## src/design/atbd_pkg.sv

```systemverilog
// atbd_pkg: shared types and constants for the adaptive threshold beat detector
// no dependencies; used by atbd_apb_regs, atbd_update and the top level
`timescale 1ns / 1ps

package atbd_pkg;

  localparam int unsigned PaddrW = 5;
  localparam int unsigned PdataW = 32;

  // register word indexes, paddr[4:2]
  typedef enum logic [2:0] {
    RegAvgInterval = 3'd0,
    RegRefractory  = 3'd1,
    RegMinPeak     = 3'd2,
    RegDecayFactor = 3'd3,
    RegHoldSamples = 3'd4
  } reg_idx_e;

  localparam logic [15:0] AvgIntervalRst = 16'd100;
  localparam logic [15:0] RefractoryRst  = 16'd250;
  localparam logic [15:0] MinPeakRst     = 16'd9830;
  localparam logic [15:0] DecayFactorRst = 16'd64880;
  localparam logic [7:0]  HoldSamplesRst = 8'd40;

  // exact floor(x / 10) for x < 2^22 as (x * Recip10) >> Recip10Shift
  localparam logic [19:0] Recip10      = 20'd838861;
  localparam int unsigned Recip10Shift = 23;

  typedef struct packed {
    logic [15:0] avg_interval_ms;
    logic [15:0] refractory_ms;
    logic [15:0] min_peak;
    logic [15:0] decay_factor;
    logic [7:0]  hold_samples;
  } cfg_t;

  typedef struct packed {
    logic        action;
    logic [15:0] peak_level;
    logic [31:0] now_ms;
  } item_t;

  typedef struct packed {
    logic        beat_detected;
    logic [15:0] beat_count;
    logic [15:0] beat_peak;
    logic        any_beats;
  } result_t;

endpackage

```

## src/design/atbd_apb_regs.sv

```systemverilog
// atbd_apb_regs: apb configuration registers of the beat detector
// depends on atbd_pkg
`timescale 1ns / 1ps

module atbd_apb_regs (
  input  logic                           clk_i,
  input  logic                           rst_ni,
  input  logic                           psel,
  input  logic                           penable,
  input  logic                           pwrite,
  input  logic [atbd_pkg::PaddrW-1:0]    paddr,
  input  logic [atbd_pkg::PdataW-1:0]    pwdata,
  output logic [atbd_pkg::PdataW-1:0]    prdata,
  output logic                           pready,
  output atbd_pkg::cfg_t                 cfg_o
);

  atbd_pkg::cfg_t     cfg_q;
  atbd_pkg::reg_idx_e idx;
  logic               wr_en;

  assign pready = 1'b1;
  assign idx    = atbd_pkg::reg_idx_e'(paddr[4:2]);
  assign wr_en  = psel && penable && pwrite && pready;

  always_ff @(posedge clk_i or negedge rst_ni) begin
    if (!rst_ni) begin
      cfg_q.avg_interval_ms <= atbd_pkg::AvgIntervalRst;
      cfg_q.refractory_ms   <= atbd_pkg::RefractoryRst;
      cfg_q.min_peak        <= atbd_pkg::MinPeakRst;
      cfg_q.decay_factor    <= atbd_pkg::DecayFactorRst;
      cfg_q.hold_samples    <= atbd_pkg::HoldSamplesRst;
    end else if (wr_en) begin
      case (idx)
        atbd_pkg::RegAvgInterval: cfg_q.avg_interval_ms <= pwdata[15:0];
        atbd_pkg::RegRefractory:  cfg_q.refractory_ms   <= pwdata[15:0];
        atbd_pkg::RegMinPeak:     cfg_q.min_peak        <= pwdata[15:0];
        atbd_pkg::RegDecayFactor: cfg_q.decay_factor    <= pwdata[15:0];
        atbd_pkg::RegHoldSamples: cfg_q.hold_samples    <= pwdata[7:0];
        default: ;
      endcase
    end
  end

  always_comb begin
    case (idx)
      atbd_pkg::RegAvgInterval: prdata = {16'd0, cfg_q.avg_interval_ms};
      atbd_pkg::RegRefractory:  prdata = {16'd0, cfg_q.refractory_ms};
      atbd_pkg::RegMinPeak:     prdata = {16'd0, cfg_q.min_peak};
      atbd_pkg::RegDecayFactor: prdata = {16'd0, cfg_q.decay_factor};
      atbd_pkg::RegHoldSamples: prdata = {24'd0, cfg_q.hold_samples};
      default:                  prdata = '0;
    endcase
  end

  assign cfg_o = cfg_q;

endmodule

```

## src/design/atbd_update.sv

```systemverilog
// atbd_update: detector state registers and the single-pass update logic
// depends on atbd_pkg
`timescale 1ns / 1ps

module atbd_update #(
  parameter int unsigned AVERAGE_DIVISOR = 8
) (
  input  logic              clk_i,
  input  logic              rst_ni,
  input  logic              advance_i,
  input  atbd_pkg::cfg_t    cfg_i,
  input  atbd_pkg::item_t   item_i,
  output atbd_pkg::result_t result_o
);

  // average by reciprocal: sum below 2^16 * divisor, else saturate
  localparam int unsigned L      = $clog2(AVERAGE_DIVISOR);
  localparam int unsigned XW     = 16 + L;
  localparam int unsigned RW     = 18 + L;
  localparam int unsigned K      = 16 + 2 * L;
  localparam longint unsigned RecipL =
    ((64'd1 << K) + 64'(AVERAGE_DIVISOR) - 64'd1) / 64'(AVERAGE_DIVISOR);
  localparam logic [RW-1:0] Recip = RecipL[RW-1:0];
  localparam logic [32:0] SatLimit = 33'(AVERAGE_DIVISOR) << 16;

  logic [31:0] running_sum_q, running_sum_d;
  logic [15:0] average_q, average_d;
  logic [15:0] cutoff_q, cutoff_d;
  logic [7:0]  hold_q, hold_d;
  logic [31:0] last_beat_time_q, last_beat_time_d;
  logic [31:0] interval_start_q, interval_start_d;
  logic [15:0] beat_counter_q, beat_counter_d;
  logic [15:0] last_beat_level_q, last_beat_level_d;

  logic              avg_update;
  logic [XW+RW-1:0]  avg_prod;
  logic [15:0]       avg_new;
  logic [15:0]       avg_eff;
  logic [31:0]       sum_base;
  logic [32:0]       sum_add;
  logic              beat;
  logic [19:0]       gain_x;
  logic [39:0]       gain_prod;
  logic [16:0]       gain_q10;
  logic [15:0]       cutoff_beat;
  logic [31:0]       decay_prod;
  logic [15:0]       cutoff_decay;

  always_comb begin
    avg_update = (item_i.now_ms - interval_start_q) >= {16'd0, cfg_i.avg_interval_ms};
    avg_prod   = {{RW{1'b0}}, running_sum_q[XW-1:0]} * {{XW{1'b0}}, Recip};
    if ({1'b0, running_sum_q} >= SatLimit) begin
      avg_new = 16'hFFFF;
    end else begin
      avg_new = avg_prod[K +: 16];
    end
    avg_eff  = avg_update ? avg_new : average_q;
    sum_base = avg_update ? 32'd0 : running_sum_q;
    sum_add  = {1'b0, sum_base} + {17'd0, item_i.peak_level};

    beat = ((item_i.now_ms - last_beat_time_q) > {16'd0, cfg_i.refractory_ms})
        && (item_i.peak_level > cutoff_q)
        && (item_i.peak_level > cfg_i.min_peak)
        && (item_i.peak_level > avg_eff);

    // 1.1 * peak rounded half up: (11 * peak + 5) / 10
    gain_x      = ({4'd0, item_i.peak_level} << 3) + ({4'd0, item_i.peak_level} << 1)
                + {4'd0, item_i.peak_level} + 20'd5;
    gain_prod   = {20'd0, gain_x} * {20'd0, atbd_pkg::Recip10};
    gain_q10    = gain_prod[atbd_pkg::Recip10Shift +: 17];
    cutoff_beat = gain_q10[16] ? 16'hFFFF : gain_q10[15:0];

    decay_prod   = {16'd0, cutoff_q} * {16'd0, cfg_i.decay_factor};
    cutoff_decay = (decay_prod[31:16] < cfg_i.min_peak) ? cfg_i.min_peak : decay_prod[31:16];

    running_sum_d     = running_sum_q;
    average_d         = average_q;
    cutoff_d          = cutoff_q;
    hold_d            = hold_q;
    last_beat_time_d  = last_beat_time_q;
    interval_start_d  = interval_start_q;
    beat_counter_d    = beat_counter_q;
    last_beat_level_d = last_beat_level_q;

    if (item_i.action) begin
      beat_counter_d           = 16'd0;
      result_o.beat_detected   = 1'b0;
      result_o.beat_count      = beat_counter_q;
      result_o.beat_peak       = last_beat_level_q;
      result_o.any_beats       = beat_counter_q != 16'd0;
    end else begin
      average_d     = avg_eff;
      running_sum_d = sum_add[32] ? 32'hFFFF_FFFF : sum_add[31:0];
      if (avg_update) begin
        interval_start_d = item_i.now_ms;
      end
      if (beat) begin
        beat_counter_d    = (beat_counter_q == 16'hFFFF) ? 16'd1 : beat_counter_q + 16'd1;
        last_beat_level_d = item_i.peak_level;
        cutoff_d          = cutoff_beat;
        last_beat_time_d  = item_i.now_ms;
        hold_d            = 8'd0;
      end else if (hold_q <= cfg_i.hold_samples) begin
        if (hold_q != 8'hFF) begin
          hold_d = hold_q + 8'd1;
        end
      end else begin
        cutoff_d = cutoff_decay;
      end
      result_o.beat_detected = beat;
      result_o.beat_count    = beat_counter_d;
      result_o.beat_peak     = last_beat_level_d;
      result_o.any_beats     = beat_counter_d != 16'd0;
    end
  end

  always_ff @(posedge clk_i or negedge rst_ni) begin
    if (!rst_ni) begin
      running_sum_q     <= '0;
      average_q         <= '0;
      cutoff_q          <= '0;
      hold_q            <= '0;
      last_beat_time_q  <= '0;
      interval_start_q  <= '0;
      beat_counter_q    <= '0;
      last_beat_level_q <= '0;
    end else if (advance_i) begin
      running_sum_q     <= running_sum_d;
      average_q         <= average_d;
      cutoff_q          <= cutoff_d;
      hold_q            <= hold_d;
      last_beat_time_q  <= last_beat_time_d;
      interval_start_q  <= interval_start_d;
      beat_counter_q    <= beat_counter_d;
      last_beat_level_q <= last_beat_level_d;
    end
  end

endmodule

```

## src/design/adaptive_threshold_beat_detector_core.sv

```systemverilog
// adaptive_threshold_beat_detector_core: top level of the adaptive threshold beat detector
// depends on atbd_pkg, atbd_apb_regs and atbd_update
`timescale 1ns / 1ps
//
//  channel   direction  handshake                 payload
//  -------   ---------  ------------------------  ------------------------------------------
//  in        sink       in_valid_i / in_ready_o   action_i, peak_level_i, now_ms_i
//  out       source     out_valid_o / out_ready_i beat_detected_o, beat_count_o,
//                                                  beat_peak_o, any_beats_o
//  cfg       apb slave  psel / penable / pready   paddr, pwdata, pwrite, prdata
//
//  one beat per cycle sustained while out_ready_i does not hold the result register; a result is
//  valid in the cycle after its beat is taken by the update stage, and each beat passes in turn
//  through the input register and then, by the single-pass update, into the result register
//  the update stage sustains the rate because state is read and written in the same cycle
//  reset clears the state, both valid flags and loads the register defaults; no clearing pass
//  when the result register is held the input register keeps its beat and in_ready_o drops

module adaptive_threshold_beat_detector_core #(
  parameter int unsigned AVERAGE_DIVISOR = 8
) (
  input  logic                        clk_i,
  input  logic                        rst_ni,
  // input beats
  input  logic                        in_valid_i,
  output logic                        in_ready_o,
  input  logic                        action_i,
  input  logic [15:0]                 peak_level_i,
  input  logic [31:0]                 now_ms_i,
  // result beats
  output logic                        out_valid_o,
  input  logic                        out_ready_i,
  output logic                        beat_detected_o,
  output logic [15:0]                 beat_count_o,
  output logic [15:0]                 beat_peak_o,
  output logic                        any_beats_o,
  // configuration
  input  logic                        psel,
  input  logic                        penable,
  input  logic                        pwrite,
  input  logic [atbd_pkg::PaddrW-1:0] paddr,
  input  logic [atbd_pkg::PdataW-1:0] pwdata,
  output logic [atbd_pkg::PdataW-1:0] prdata,
  output logic                        pready
);

  atbd_pkg::cfg_t    cfg;
  atbd_pkg::item_t   in_item_q;
  atbd_pkg::result_t result_d, result_q;
  logic              in_valid_q;
  logic              out_valid_q;
  logic              advance;

  atbd_apb_regs u_regs (
    .clk_i   (clk_i),
    .rst_ni  (rst_ni),
    .psel    (psel),
    .penable (penable),
    .pwrite  (pwrite),
    .paddr   (paddr),
    .pwdata  (pwdata),
    .prdata  (prdata),
    .pready  (pready),
    .cfg_o   (cfg)
  );

  // held beat moves into the update stage when the result register is free
  assign advance    = in_valid_q && (!out_valid_q || out_ready_i);
  assign in_ready_o = !in_valid_q || advance;

  always_ff @(posedge clk_i or negedge rst_ni) begin
    if (!rst_ni) begin
      in_valid_q <= 1'b0;
    end else if (in_ready_o) begin
      in_valid_q <= in_valid_i;
    end
  end

  // payload register, no reset
  always_ff @(posedge clk_i) begin
    if (in_ready_o && in_valid_i) begin
      in_item_q.action     <= action_i;
      in_item_q.peak_level <= peak_level_i;
      in_item_q.now_ms     <= now_ms_i;
    end
  end

  atbd_update #(
    .AVERAGE_DIVISOR (AVERAGE_DIVISOR)
  ) u_update (
    .clk_i     (clk_i),
    .rst_ni    (rst_ni),
    .advance_i (advance),
    .cfg_i     (cfg),
    .item_i    (in_item_q),
    .result_o  (result_d)
  );

  always_ff @(posedge clk_i or negedge rst_ni) begin
    if (!rst_ni) begin
      out_valid_q <= 1'b0;
    end else if (advance) begin
      out_valid_q <= 1'b1;
    end else if (out_ready_i) begin
      out_valid_q <= 1'b0;
    end
  end

  always_ff @(posedge clk_i) begin
    if (advance) begin
      result_q <= result_d;
    end
  end

  assign out_valid_o     = out_valid_q;
  assign beat_detected_o = result_q.beat_detected;
  assign beat_count_o    = result_q.beat_count;
  assign beat_peak_o     = result_q.beat_peak;
  assign any_beats_o     = result_q.any_beats;

  // a detected beat always leaves a nonzero count
  a_beat_counts: assert property (@(posedge clk_i) disable iff (!rst_ni)
    out_valid_o && beat_detected_o |-> any_beats_o && (beat_count_o != 16'd0))
    else $error("beat reported with zero count");

  // a beat peak lies above the floor, so it is never zero
  a_beat_peak: assert property (@(posedge clk_i) disable iff (!rst_ni)
    out_valid_o && beat_detected_o |-> beat_peak_o != 16'd0)
    else $error("beat reported with zero peak");

  // the input side stalls only while the result register is held
  a_stall_cause: assert property (@(posedge clk_i) disable iff (!rst_ni)
    !in_ready_o |-> out_valid_o && !out_ready_i)
    else $error("input stalled with free result register");

  // a stalled beat in the input register still sits there next cycle
  a_hold_item: assert property (@(posedge clk_i) disable iff (!rst_ni)
    in_valid_q && !advance |=> in_valid_q && $stable(in_item_q))
    else $error("held beat lost from input register");

endmodule
```

## config.mk

```make
export PLATFORM = sky130hd
export DESIGN_NAME = adaptive_threshold_beat_detector_core
export DESIGN_NICKNAME = d
export VERILOG_FILES = /design/src/design/atbd_pkg.sv /design/src/design/atbd_apb_regs.sv /design/src/design/atbd_update.sv /design/src/design/adaptive_threshold_beat_detector_core.sv
export SDC_FILE = /design/constraint.sdc
export NUM_CORES = 2
export LEC_CHECK = 0
export BUFFER_PORTS_ARGS = -buffer_cell sky130_fd_sc_hd__buf_2
export CAP_MARGIN = 40
export CORE_MARGIN = 2
export CORE_UTILIZATION = 35
export DETAILED_ROUTE_END_ITERATION = 12
export PLACE_DENSITY_LB_ADDON = 0.05
export RECOVER_POWER = 25
export SLEW_MARGIN = 30
export SYNTH_ARGS = -nofsm -noshare
export SYNTH_HDL_FRONTEND = slang
export SYNTH_SLANG_ARGS = --single-unit
export TNS_END_PERCENT = 50
```

## constraint.sdc

```tcl
create_clock -name clk_i -period 10.1 [get_ports clk_i]
set_clock_uncertainty 0.05 [all_clocks]
set_input_delay 1.01 -clock clk_i [delete_from_list [all_inputs] [get_ports clk_i]]
set_output_delay 1.01 -clock clk_i [all_outputs]
set_load 0.005 [all_outputs]
```

# Word level (Yosys, flattened, before mapping)
# Cells that the tools add are included.
dict set report word_totals {
  regBits 325
}
dict set report op_classes {
  magnitude_cmp 8
  mux 20
  multipliers 2
  n_bitwise 1
  n_eq_ne 7
  n_reduce_logical 27
  n_addsub 8
}
# op n
set op_table {}
lappend op_table {{$mux W16} 11}
lappend op_table {{$pmux W16 S5} 1}
lappend op_table {{$mux W32} 2}
lappend op_table {{$sub A32 B32 Y32} 2}
lappend op_table {{$gt A16 B16 Y1} 3}
lappend op_table {{$mul A20 B20 Y40 const B} 1}
lappend op_table {{$add A32 B16 Y33} 1}
lappend op_table {{$mux W33} 1}
lappend op_table {{$ge A32 B16 Y1} 1}
lappend op_table {{$ge A32 B20 Y1 const B} 1}
lappend op_table {{$gt A32 B16 Y1} 1}
lappend op_table {{$mul A16 B16 Y32} 1}
lappend op_table {{$reduce_bool A16 Y1} 2}
lappend op_table {{$mux W8} 3}
lappend op_table {{$add A19 B17 Y20} 1}
lappend op_table {{$add A20 B16 Y20} 1}
lappend op_table {{$add A20 B3 Y20 const B} 1}
lappend op_table {{$add A16 B1 Y16 const B} 1}
lappend op_table {{$eq A16 B16 Y1 const B} 1}
lappend op_table {{$lt A16 B16 Y1} 1}
lappend op_table {{$reduce_and A2 Y1} 6}
lappend op_table {{$reduce_and A3 Y1} 3}
lappend op_table {{$add A8 B1 Y8 const B} 1}
lappend op_table {{$le A8 B8 Y1} 1}
lappend op_table {{13 further kinds} 25}

# Longest topological paths before layout
dict set report logic_depth {
  ltp_word 9
  ltp_mapped 40
}

# Hierarchy
# A second synthesis with hierarchy kept.
dict set report unflattened {
  hier_cells 3908
  area_unflattened_um2 37043.0
}
# module cells_per_inst area_each_um2 instances
set modules_own_cells {}
lappend modules_own_cells {atbd_update 3579 30920.9 1}
lappend modules_own_cells {atbd_apb_regs 238 3525.9 1}
lappend modules_own_cells {adaptive_threshold_beat_detector_core 91 2596.2 1}

# Worst setup path before layout
# OpenSTA, ideal clock, no wires.
dict set report synth_path {
  path_kind {register to register}
  startpoint {register in_item_q[33] (netlist name)}
  endpoint {register u_update.cutoff_q[1]}
  path_stages_with_launch 41
  period_less_slack_ns 9.869
  setup_ns 0.118
  arrival_time_ns 9.701
  setup_slack_ns 0.231
  path_cell_list {edfxtp_1 -> inv_1 -> ha_1 -> inv_1 -> ha_1 -> a21o_1 -> a21oi_1 -> o21ai_0 -> a21oi_1 -> o21ai_0 -> a21oi_1 -> o21ai_0 -> a2111oi_0 -> nor3_1 -> o31ai_1 -> nand2b_1 -> xor2_1 -> ha_1 -> [5 not listed] -> fa_1 -> fa_1 -> inv_1 -> fa_1 -> inv_1 -> ha_1 -> nand3_1 -> o21bai_1 -> a2111oi_0 -> o211ai_1 -> o221ai_1 -> a31oi_1 -> o21ai_0 -> or3_1 -> nand3_1 -> nor2_1 -> a221oi_1 -> a21o_1}
}
dict set report synth_between {
  elab_chain_len 6
}
# item line
set synth_lines {}
lappend synth_lines {{start: declaration} adaptive_threshold_beat_detector_core.sv:48} ;# atbd_pkg::item_t in_item_q;
lappend synth_lines {{$add A19 B17 Y20 / $gt A16 B16 Y1 (equally long branches)} {atbd_update.sv:67, atbd_update.sv:62}}
lappend synth_lines {{$add A20 B16 Y20 / $logic_and A1 B1 Y1 (equally long branches)} {atbd_update.sv:68, atbd_update.sv:62}}
lappend synth_lines {{$add A20 B3 Y20 / $logic_and A1 B1 Y1 (equally long branches)} {atbd_update.sv:68, atbd_update.sv:63}}
lappend synth_lines {{$mul A20 B20 Y40 / $logic_and A1 B1 Y1 (equally long branches)} {atbd_update.sv:69, atbd_update.sv:64}}
lappend synth_lines {{$mux W16 / $ne A2 B1 Y1 (equally long branches)} --}
lappend synth_lines {{$mux W16 / $reduce_and A3 Y1 (equally long branches)} --}
lappend synth_lines {{end signal: assignment} atbd_update.sv:130} ;# cutoff_q <= cutoff_d;
lappend synth_lines {{end: declaration} atbd_update.sv:28} ;# logic [15:0] cutoff_q, cutoff_d;
# Several ways; a longest one is shown, not always the timed one.
# A chain may end at the register's enable or synchronous reset.

# Worst setup path after layout
dict set report layout_path {
  startpoint {register in_item_q[34] (netlist name)}
  endpoint {register u_update.cutoff_q[7]}
}
# The elaborated chain is that of the path after synthesis.

==> metrics.md <==
| Metric | Value |
|---|---|
| Clock Tree Root | `clkbuf_16` |
| Core Footprint | `about 100000 um2` |
| Cell family with most CP delay | `adder cells` |
| Clk sink count | `325` |
| Placer Congestion | `between 0.9 and 1` |
| Data required time of the critical path | `between 10 and 15 ns` |
| Synth Cell Area | `around 37000 um2` |
| Total congestion overflow | `0` |
| Synth top cells by count | `647 x inv_1, 501 x ha_1, 481 x nand2_1` |
| WL final | `between 100 and 150 mm` |
| Nets | `5120` |
| Hold_sp | `u_update.last_beat_level_q[13]$_DFFE_PN0P_` |
| Met3 routed WL | `~4 mm` |
| Die Y-Extent | `between 300 and 400 um` |
| WL/cell | `between 15 and 20 um` |
| Main synth FF type | `dfrtp_1` |
| Post-Syn Instances | `between 3k and 4k` |
| Total global-route track usage | `a little over a fifth` |
| CP max FO | `8` |
| Tcrit/Tclk final | `94.97%` |
| Crit-path max cell delay | `0.54 ns` |
| I/O Buffers | `126` |
| # DRC | `0` |
| Ys async rst share | `approximately three quarters` |
| Syn-to-layout area delta | `12.95%` |
| Met2 wire length | `about 53 mm` |
| Sequential share of the synthesized area | `between 20% and 30%` |
| First-pass GRT wire length | `between 150 and 200 mm` |
| Layout Utilization | `between 30% and 40%` |
| Status | `complete, but fails checks` |
| YS warnings | `0` |
| FP Rows | `between 100 and 150` |
| Number of CTS-inserted buffers | `39` |
| Crit path from | `in_item_q[34]$_DFFE_PP_` |
| Via density per instance | `between 5 and 6` |
| Clock-pin slew on the worst setup and hold paths | `~0.060 ns` |
| HP Class | `reg2reg` |
| DR top layer | `met5` |
| Share of layout cells above drive strength 1 | `a little over an eighth` |
| Fmax | `104.3 MHz` |
| Die area | `108200 um2` |
| Synth Register Bits | `325` |
| Failing checks | `max-capacitance violations, max-slew violations` |
| CP startpoint kind | `flop` |
| CTS tree | `built` |
| Yosys cell types | `between 80 and 90` |
| Bufs and invs on worst path | `9` |
| # setup viols final | `0` |
| Vias in the first global route | `between 20k and 30k` |
| Synth area leaders | `fa_1 19%, ha_1 17%, dfrtp_1 14%, edfxtp_1 6.7%, inv_1 6.6%` |
| Worst hold slack | `0.4248 ns` |
| Worst setup EP type | `flop` |
| CP max stage cell | `fa_1` |
| DRT antenna net count | `0` |
| Max cap viols | `3` |
| Max Root-Sink Buffers | `3` |
| Hold Vio Cnt, Final | `0` |
| M1 WL | `52.30 mm` |
| Worst skew pair latency | `approximately 0.60 ns` |
| R2R Path Start | `in_item_q[34]$_DFFE_PP_` |
| I/O Pins | `about 160` |
| Post-synth top area share | `between 10% and 20%` |
| Detailed placer's ending HPWL | `approximately 90 mm` |
| Routed vias | `~28k` |
| Initial antenna violation count | `13` |
| Depth of the CTS H-tree | `2` |
| Die Width | `about 330 um` |
| Slew @ Worst Pin | `5.079 ns` |
| Iter 0 DRT Violations | `around 1.5k` |
| Hold_buf cts | `0` |
| Post-Syn Area per Cell | `between 9 and 10 um2` |
| Post-synth EDFFs | `83` |
| Most frequent cell after synthesis | `inv_1` |
| Area leader, netlist | `fa_1` |
| Largest net degree at the start of global routing | `85` |
| Crit path time final | `~9.6 ns` |
| 1st-pass router iterations | `6` |
| Slew HR | `-238.6%` |
| CP Class | `reg2reg` |
| Max-slew violation count | `~110` |
| Critical Path AT | `between 10 and 15 ns` |
| Initial Util | `a little over a third` |
layout make-up:
class / instances / area [um2]
fillers: 10730 / 63230
multi-input cells: 2855 / 25570
flip-flops and latches: 325 / 8583
diodes: 4 / 10.01
clock buffers: 49 / 1033
repair buffers: 310 / 2077
clock inverters: 22 / 295.3
well taps: 1391 / 1740
inverters: 647 / 2429
cells by family after synthesis:
family,Yosys count,synth area share (%)
fa+ha+maj,849,35.81
compound gates,671,11.64
other cells,2,0.02032
buf+inv,809,8.552
simple gates,1052,13.40
mux,143,4.439
xor+xnor,123,2.915
flops,325,23.23
sequential cells by signal, summed over array words and instances, names as in the netlist, 8 cells and up:
register,count
beat_count_o,16
beat_peak_o,16
in_item_q,49
u_regs.cfg_o,72
u_update.average_q,16
u_update.beat_counter_q,16
u_update.cutoff_q,16
u_update.hold_q,8
u_update.interval_start_q,32
u_update.last_beat_level_q,16
u_update.last_beat_time_q,32
u_update.running_sum_q,32
layout by cell type (no fill, tap or decap), types with 83 or more instances in the layout:
cell type / synthesis / final
fa_1: 348 / 348
ha_1: 501 / 496
and2_1: 113 / 112
buf_4: 18 / 169
nor2_1: 136 / 133
buf_2: 9 / 116
o21ai_0: 198 / 193
edfxtp_1: 83 / 83
mux2_2: 87 / 87
inv_1: 647 / 646
nand2_1: 481 / 481
a21oi_1: 153 / 149
dfrtp_1: 214 / 214
worst min-delay path: stages (launching register included):
cell and delay, ns:
dfrtp_1 0.34, nand2_1 0.05, nand2_1 0.05
layer usage:
metal	GRT usage, %	vias to the layer above
met1	28.77	13850
li1	-	13650
met2	35.11	400
met5	0	-
met4	4.110	14
met3	2.716	119
per-stage QoR:
stage	setup TNS [ns]	instances	setup WS [ns]	area, um2
6_report	0	5603	0.5080	41740
5_1_grt	-0.5980	5600	-0.07929	41740
4_1_cts	0	5594	0.003307	41500
3_5_place_dp	-0.3726	5523	-0.2747	40150
3_3_place_gp	-0.3084	5515	-0.2524	40050
2_1_floorplan	0	3989	0.2312	37010
what timing repair did:
action	in CTS	in global routing
setup buffers	0	4
setup endpoints to repair	12	16
pin swaps	2	11
gates resized for setup	6	44
worst paths after layout:
| check | depth (start not counted) | endpoint | slack, ns |
|---|---|---|---|
| min | 2 | u_update.last_beat_level_q[13]$_DFFE_PN0P_ | 0.42 |
| max reg2reg | 43 | u_update.cutoff_q[7]$_DFFE_PN0P_ | 0.51 |
| min in group asynchronous | 1 | u_update.interval_start_q[19]$_DFFE_PN0P_ | 2.20 |
| max | 43 | u_update.cutoff_q[7]$_DFFE_PN0P_ | 0.51 |
| min reg2reg | 2 | u_update.last_beat_level_q[13]$_DFFE_PN0P_ | 0.42 |
| max in group asynchronous | 2 | u_update.last_beat_level_q[8]$_DFFE_PN0P_ | 4.46 |
Power is left out: the tool's default activity adds up to more than one toggle a clock period on the data nets, which glitch-free logic cannot reach.
